$ cat config.mk
export PLATFORM = sky130hd
export DESIGN_NAME = fccw_ctrl
export DESIGN_NICKNAME = d
export VERILOG_FILES = /design/src/hdl/fccw_pkg.sv /design/src/hdl/fccw_ctrl.sv
export SDC_FILE = /design/constraint.sdc
export NUM_CORES = 1
export LEC_CHECK = 0
export ABC_AREA = 1
export ABC_CLOCK_PERIOD_IN_PS = 1080
export BUFFER_PORTS_ARGS = -buffer_cell sky130_fd_sc_hd__buf_2
export CAP_MARGIN = 20
export CORE_MARGIN = 4
export CORE_UTILIZATION = 44
export DETAILED_ROUTE_END_ITERATION = 6
export PLACE_DENSITY = 0.7
export SYNTH_ARGS = -nofsm -noshare
export SYNTH_HDL_FRONTEND = slang
export SYNTH_SLANG_ARGS = --single-unit
$ cat constraint.sdc
create_clock -name clk -period 1.08 [get_ports clk]
set_input_delay 0.054 -clock clk [delete_from_list [all_inputs] [get_ports clk]]
set_output_delay 0.054 -clock clk [all_outputs]
set_load 0.01 [all_outputs]
$ cat src/hdl/fccw_pkg.sv
// Shared types and constants of the FAT12 cluster chain walker.
`timescale 1ns / 1ps
package fccw_pkg;

  localparam logic [11:0] END_MARK       = 12'hFF8;
  localparam logic [3:0]  NIBBLE         = 4'hF;
  localparam int          DIR_ENTRY_LOG2 = 5;

  localparam logic [2:0] CFG_RESERVED_SECTORS = 3'd0;
  localparam logic [2:0] CFG_FAT_COPIES       = 3'd1;
  localparam logic [2:0] CFG_SECTORS_PER_FAT  = 3'd2;
  localparam logic [2:0] CFG_SECTOR_BYTES     = 3'd3;
  localparam logic [2:0] CFG_ROOT_ENTRY_COUNT = 3'd4;

  localparam logic [15:0] RST_RESERVED_SECTORS = 16'd1;
  localparam logic [7:0]  RST_FAT_COPIES       = 8'd2;
  localparam logic [15:0] RST_SECTORS_PER_FAT  = 16'd9;
  localparam logic [15:0] RST_SECTOR_BYTES     = 16'd512;
  localparam logic [15:0] RST_ROOT_ENTRY_COUNT = 16'd224;

  localparam logic REQ_LOAD = 1'b0;
  localparam logic REQ_WALK = 1'b1;

  typedef struct packed {
    logic load_wr;
    logic walk_start;
    logic rd_second;
    logic advance;
    logic emit;
  } dp_cmd_t;

  typedef struct packed {
    logic end_mark;
  } dp_stat_t;

  // byte address of the first byte read for a cluster's entry
  function automatic logic [12:0] entry_addr(input logic [11:0] clu);
    logic [12:0] half;
    begin
      half = {2'b00, clu[11:1]};
      entry_addr = half + {half[11:0], 1'b0} + {12'b0, clu[0]};
    end
  endfunction

endpackage

$ cat src/hdl/fccw_ctrl.sv
// Controller: walk sequencing, chain count and result handshake.
`timescale 1ns / 1ps
module fccw_ctrl import fccw_pkg::*; #(
  parameter int MAX_CHAIN = 64
) (
  input  logic     clk,
  input  logic     rst_n,
  input  logic     in_valid,
  output logic     in_ready,
  input  logic     in_req_type,
  output logic     out_valid,
  input  logic     out_ready,
  output logic     out_last,
  output logic     out_truncated,
  output dp_cmd_t  cmd,
  input  dp_stat_t stat
);

  localparam logic [1:0] S_IDLE = 2'd0;
  localparam logic [1:0] S_RD2  = 2'd1;
  localparam logic [1:0] S_EMIT = 2'd2;

  logic [1:0] state_r, state_nxt;
  logic [6:0] cnt_r, cnt_nxt;
  logic       out_valid_r, out_valid_nxt;
  logic       last_r, trunc_r;
  logic       out_free, at_limit, fin;

  assign out_free = !out_valid_r || out_ready;
  assign at_limit = (cnt_r == 7'(MAX_CHAIN - 1));
  assign fin      = stat.end_mark || at_limit;
  assign in_ready = (state_r == S_IDLE);

  always_comb begin
    state_nxt = state_r;
    cnt_nxt   = cnt_r;
    cmd       = '0;
    case (state_r)
      S_IDLE: begin
        if (in_valid) begin
          if (in_req_type == REQ_WALK) begin
            cmd.walk_start = 1'b1;
            cnt_nxt        = 7'd0;
            state_nxt      = S_RD2;
          end else begin
            cmd.load_wr = 1'b1;
          end
        end
      end
      S_RD2: begin
        cmd.rd_second = 1'b1;
        state_nxt     = S_EMIT;
      end
      S_EMIT: begin
        if (out_free) begin
          cmd.emit = 1'b1;
          cnt_nxt  = cnt_r + 7'd1;
          if (fin) begin
            state_nxt = S_IDLE;
          end else begin
            cmd.advance = 1'b1;
            state_nxt   = S_RD2;
          end
        end
      end
      default: state_nxt = S_IDLE;
    endcase
  end

  always_comb begin
    if (cmd.emit) begin
      out_valid_nxt = 1'b1;
    end else if (out_ready) begin
      out_valid_nxt = 1'b0;
    end else begin
      out_valid_nxt = out_valid_r;
    end
  end

  always_ff @(posedge clk) begin
    if (!rst_n) begin
      state_r     <= S_IDLE;
      cnt_r       <= 7'd0;
      out_valid_r <= 1'b0;
    end else begin
      state_r     <= state_nxt;
      cnt_r       <= cnt_nxt;
      out_valid_r <= out_valid_nxt;
    end
  end

  always_ff @(posedge clk) begin
    if (cmd.emit) begin
      last_r  <= fin;
      trunc_r <= at_limit && !stat.end_mark;
    end
  end

  assign out_valid     = out_valid_r;
  assign out_last      = last_r;
  assign out_truncated = trunc_r;

endmodule

==> Yosys cells after proc, flatten, opt, wreduce, memory -nomap -nowiden <==
Index checks and enable logic that the tools add are counted.
{ "classes": {"n_addsub": 1, "eq_ne": 6, "n_mux": 19, "reduce_logical": 10} }
{ "op_table": {"columns": ["cell", "count"], "rows": [
  ["two-way mux 7 bit", 3],
  ["two-way mux 2 bit", 7],
  ["one-hot mux 7 bit (2 select lines)", 1],
  ["adder 7 x 1 -> 7 bit, second input constant", 1],
  ["equality test 7 x 6 -> 1 bit, second input constant", 1],
  ["two-way mux 1 bit", 7],
  ["one-hot mux 2 bit (3 select lines)", 1],
  ["!= test 2 bit, second input constant", 2],
  ["AND reduction 4 bit", 1],
  ["nonzero test 2 bit", 2],
  ["AND reduction 3 bit", 1],
  ["equality test 2 x 1 -> 1 bit, second input constant", 1],
  ["equality test 2 bit, second input constant", 1],
  ["logical NOT 1 bit", 2],
  ["logical NOT 2 bit", 1],
  ["logical OR 1 bit", 2],
  ["!= test 2 x 1 -> 1 bit, second input constant", 1],
  ["logical AND 1 bit", 1]
]} }
{ "totals": {"reg_bits": 12, "elab_cells": 41} }

==> Longest topological paths before layout <==
{ "depth": {"depth_word": 6, "mapped_depth": 8} }

==> Least setup slack after synthesis <==
Ideal clock, no wire load.
{ "synth_timing": {"path_type": "flip-flop to flip-flop", "startpoint": "reg state_r[0]", "endpoint": "reg cnt_r[4]", "setup_time_ns": 0.115, "t_arrival_ns": 0.992, "setup_slack_ns": -0.027, "path_stages_with_launch": 7, "period_less_slack_ns": 1.107, "cell_sequence": "dfxtp_1 -> nor2_2 -> nand2_4 -> nand2_8 -> nand2_4 -> xor2_1 -> nor2_2"} }
{ "synth_via": {"elab_chain_len": 3} }
{ "synth_lines": {"columns": ["item", "line", "text"], "rows": [
  ["start, declared", "fccw_ctrl.sv:23", "logic [1:0] state_r, state_nxt;"],
  ["start signal, assigned", "fccw_ctrl.sv:86", "state_r <= state_nxt;"],
  ["logical NOT 2 bit *", null, null],
  ["named net in_ready", "fccw_ctrl.sv:9", "output logic in_ready,"],
  ["!= test 2 x 1 -> 1 bit (no line), or another cell as far along", null, null],
  ["AND reduction 4 bit (no line)", null, null],
  ["end signal, assigned", "fccw_ctrl.sv:87", "cnt_r <= cnt_nxt;"],
  ["end, declared", "fccw_ctrl.sv:24", "logic [6:0] cnt_r, cnt_nxt;"]
]} }
Mark *: on every way through the listed nets, which the timed path passes. The rest lies on a longest branch.
A chain may end at the register's enable or synchronous reset.

==> out/results.ini <==
[run_status]
result_of_the_run = complete, but fails checks
violations = setup timing

[timing]
timing.final.ws_setup_ns = -0.282
fin_crit_ns = 1.36
timing.slew.headroom_pct = 86.7
maxClockFrequency_mhz = 734
worst_clock_skew_ns = 0.000981
setup_viol_count_final = 17
hold_viol = 0
slew_at_the_pin_with_the_worst_max_slew_slack_ns = 0.198
finalMaxSlewViolations = 0
finalCritPeriodShare_pct = 126
rsz0062_at_grt = true

[worst_setup_path]
cp_slowest_stage_delay_ns = 0.36
critical_path.max_fanout = 3
crit-reg2reg-capture = out_truncated$_DFFE_PP_
worstSetupStartpointType = flop
rrSetupSlack_ns = -0.21
worstReg2RegStart = cnt_r[0]$_SDFFE_PN0P_
chain_of_cells_forming_the_critical_path = ha_4 -> nand3_4 -> nor2_4 -> nand2_2 -> nand2_2 -> nor2_1 -> buf_2
worst_r2r_path_depth = 7
cp_slowest_cell = dfxtp_2
worstSetupPathType = flop to output pin
required_ns = 1.03
cpMostUsedCell = nand2_2
crit_path_end_kind = output pin
worst-endpoint-arrival_ns = 1.31

[grt]
grt_pass1_wl_um = 2930
remaining_global_route_overflow = 0
number_of_global_route_vias_before_repair = 699
globalRouteTotalUtil_pct = 20.3
grt_max_degree = 9
antenna_found_initial = 0

[detailed_routing]
detail_route.wirelength_um = 1920
drt_iter0_markers = 14
drt_pre_antenna_iters = 4
drc_errors = 0
ant_nets = 0
via_per_inst = 5.24
wire_per_inst_um = 13.8
routed-via-count = 728

[power_and_ir_drop]
power.density_cell_area_nw_per_um2 = 860
total_leakage_power_nw = 0.500
max_ir_drop_vdd_mv = 0.601

[hold_path]
hold_start = rst_n
hold_path_depth = 3
hp-class = primary input to flop
whs_endpoint = cnt_r[0]$_SDFFE_PN0P_

[cts]
cts-buffers-inserted = 3
clock_sinks = 12
clk_transition_reported_paths_ns = 0.07
tritoncts_clock_tree = built
cts-root-buf = clkbuf_4
clock_path_buffers = 2
clk-insertion-delay-late_ns = 0.28
cts_max_level = 1
cts_hold_buffers = 0

[final_layout]
layout.core_utilization_pct = 80.9
num-nets-final = 133
area_growth_syn_to_layout_pct = 71.8
final_cell_area_um2 = 1070
final_cell_mix = 22 x buf_4, 13 x inv_1, 12 x nand2_1
final_common_cell = buf_4
antennaDiodeCount = 0
fraction_of_layout_cells_with_a_size_suffix_above_1_pct = 58.1
fillers = 84

[floorplan]
die_h_um = 45.6
initial_utilization_pct = 47.1
die_area_um2 = 2080
chipWidth_um = 45.6
rows = 13
num_io_pins = 15
core_box_area_um2 = 1320

[logic_synthesis]
synth_fp_nets = 89
syn_area_per_cell_um2 = 7.57
post_synth_instance_area_um2 = 621
postSynthCellCount = 82
ys_ff_latch = 12
synth_warnings = 0
synth_sequential_area_ratio_pct = 41.9
netlist-cell-type-count = 19

[place]
i_o_buffers = 14
dpl.hpwl_um = 1040
placedInstanceArea_um2 = 761
globalplace.congestion = 0.841

[job]
drv_cap = 0

[kinds of logic (layout without fill, tap and decap cells)]
kind of cell / after synthesis / count (layout) / share of synthesized area (%)
AND/OR/NAND/NOR: 39 / 39 / 33.5
buffers and inverters: 18 / 60 / 12.1
AO/OA/AOI/OAI: 11 / 11 / 9.07
adder cells (fa/ha/maj): 1 / 1 / 2.02
XOR/XNOR: 1 / 1 / 1.41
flip-flops: 12 / 12 / 41.9
[synth_stat cells (all sizes together)]
cell type  instances  area (um2)
xor2               1        8.76
buf                2        15.0
inv               16        60.1
nand4              2        12.5
edfxtp             2        60.1
nor3               2        10.0
ha                 1        12.5
a31oi              1        6.26
a21oi              8        40.0
o21ai              2        10.0
nor2              12        55.1
nand3              4        20.0
dfxtp             10         200
nand2             19         110
[power by group]
group,total [mW],switching (mW),internal (mW)
logic,0.174,0.0889,0.0851
registers,0.470,0.00865,0.461
clock network,0.273,0.143,0.129
[worst max-delay path, delay by kind of cell (launching register included)]
kind | cells | cell delay (ns)
simple gates | 5 | 0.38
fa+ha+maj | 1 | 0.16
flops | 1 | 0.36
buf+inv | 1 | 0.13
[per-layer routing]
| layer | wire [um] | track usage (%) |
|---|---|---|
| met5 | 0 | 0 |
| met4 | 112 | 16.4 |
| met3 | 107 | 3.95 |
| met2 | 1030 | 36.5 |
| met1 | 672 | 19.7 |
[how the worst max path moves through the flow]
| stage | start | endpoint | slack [ns] | cells after the start |
|---|---|---|---|---|
| global route | cnt_r[0]$_SDFFE_PN0P_ | cmd[1] | -0.35 | 7 |
| CTS | cnt_r[1]$_SDFFE_PN0P_ | cmd[1] | -0.26 | 7 |
| floorplan | cnt_r[0]$_SDFFE_PN0P_ | out_last$_DFFE_PP_ | 0.001 | 5 |
| detailed placement | cnt_r[0]$_SDFFE_PN0P_ | cmd[1] | -0.07 | 7 |
| finish | cnt_r[0]$_SDFFE_PN0P_ | cmd[1] | -0.28 | 7 |
| global placement | cnt_r[0]$_SDFFE_PN0P_ | cmd[1] | -0.02 | 7 |
[what timing repair did]
item / in CTS / in global routing
gates cloned: 0 / 0
pin swaps: 10 / 8
resized for setup: 27 / 8
buffers inserted: 17 / 6
endpoints found under the setup margin: 17 / 18
endpoints found under the hold margin: 0 / 0
[sequential cells by signal, summed over array words and instances, names as in the netlist]
signal,cells
cnt_r,7
state_r,2
out_last,1
out_truncated,1
out_valid,1
[final cells by class]
| cell class | count | area, um2 | area share (%) |
|---|---|---|---|
| clock buffers | 3 | 22.5 | 2.11 |
| inverters | 16 | 62.6 | 5.87 |
| multi-input cells | 52 | 378 | 35.4 |
| flip-flops and latches | 12 | 268 | 25.1 |
| well taps | 15 | 18.8 | 1.76 |
| repair buffers | 41 | 317 | 29.7 |
[stage by stage]
stage / hold WS [ns] / TNS, ns / power (mW) / cells / worst slack, ns
after floorplan: 0.156 / 0 / 0.552 / 82 / 0.00119
after global placement: 0.339 / -0.0222 / 0.589 / 117 / -0.0152
after detailed placement: 0.327 / -0.425 / 0.592 / 117 / -0.0719
after CTS: 0.0292 / -1.59 / 0.905 / 135 / -0.259
after global routing: 0.0732 / -2.89 / 0.956 / 139 / -0.349
final: 0.0581 / -1.79 / 0.917 / 139 / -0.282
Power figures use the tool's default switching activity.
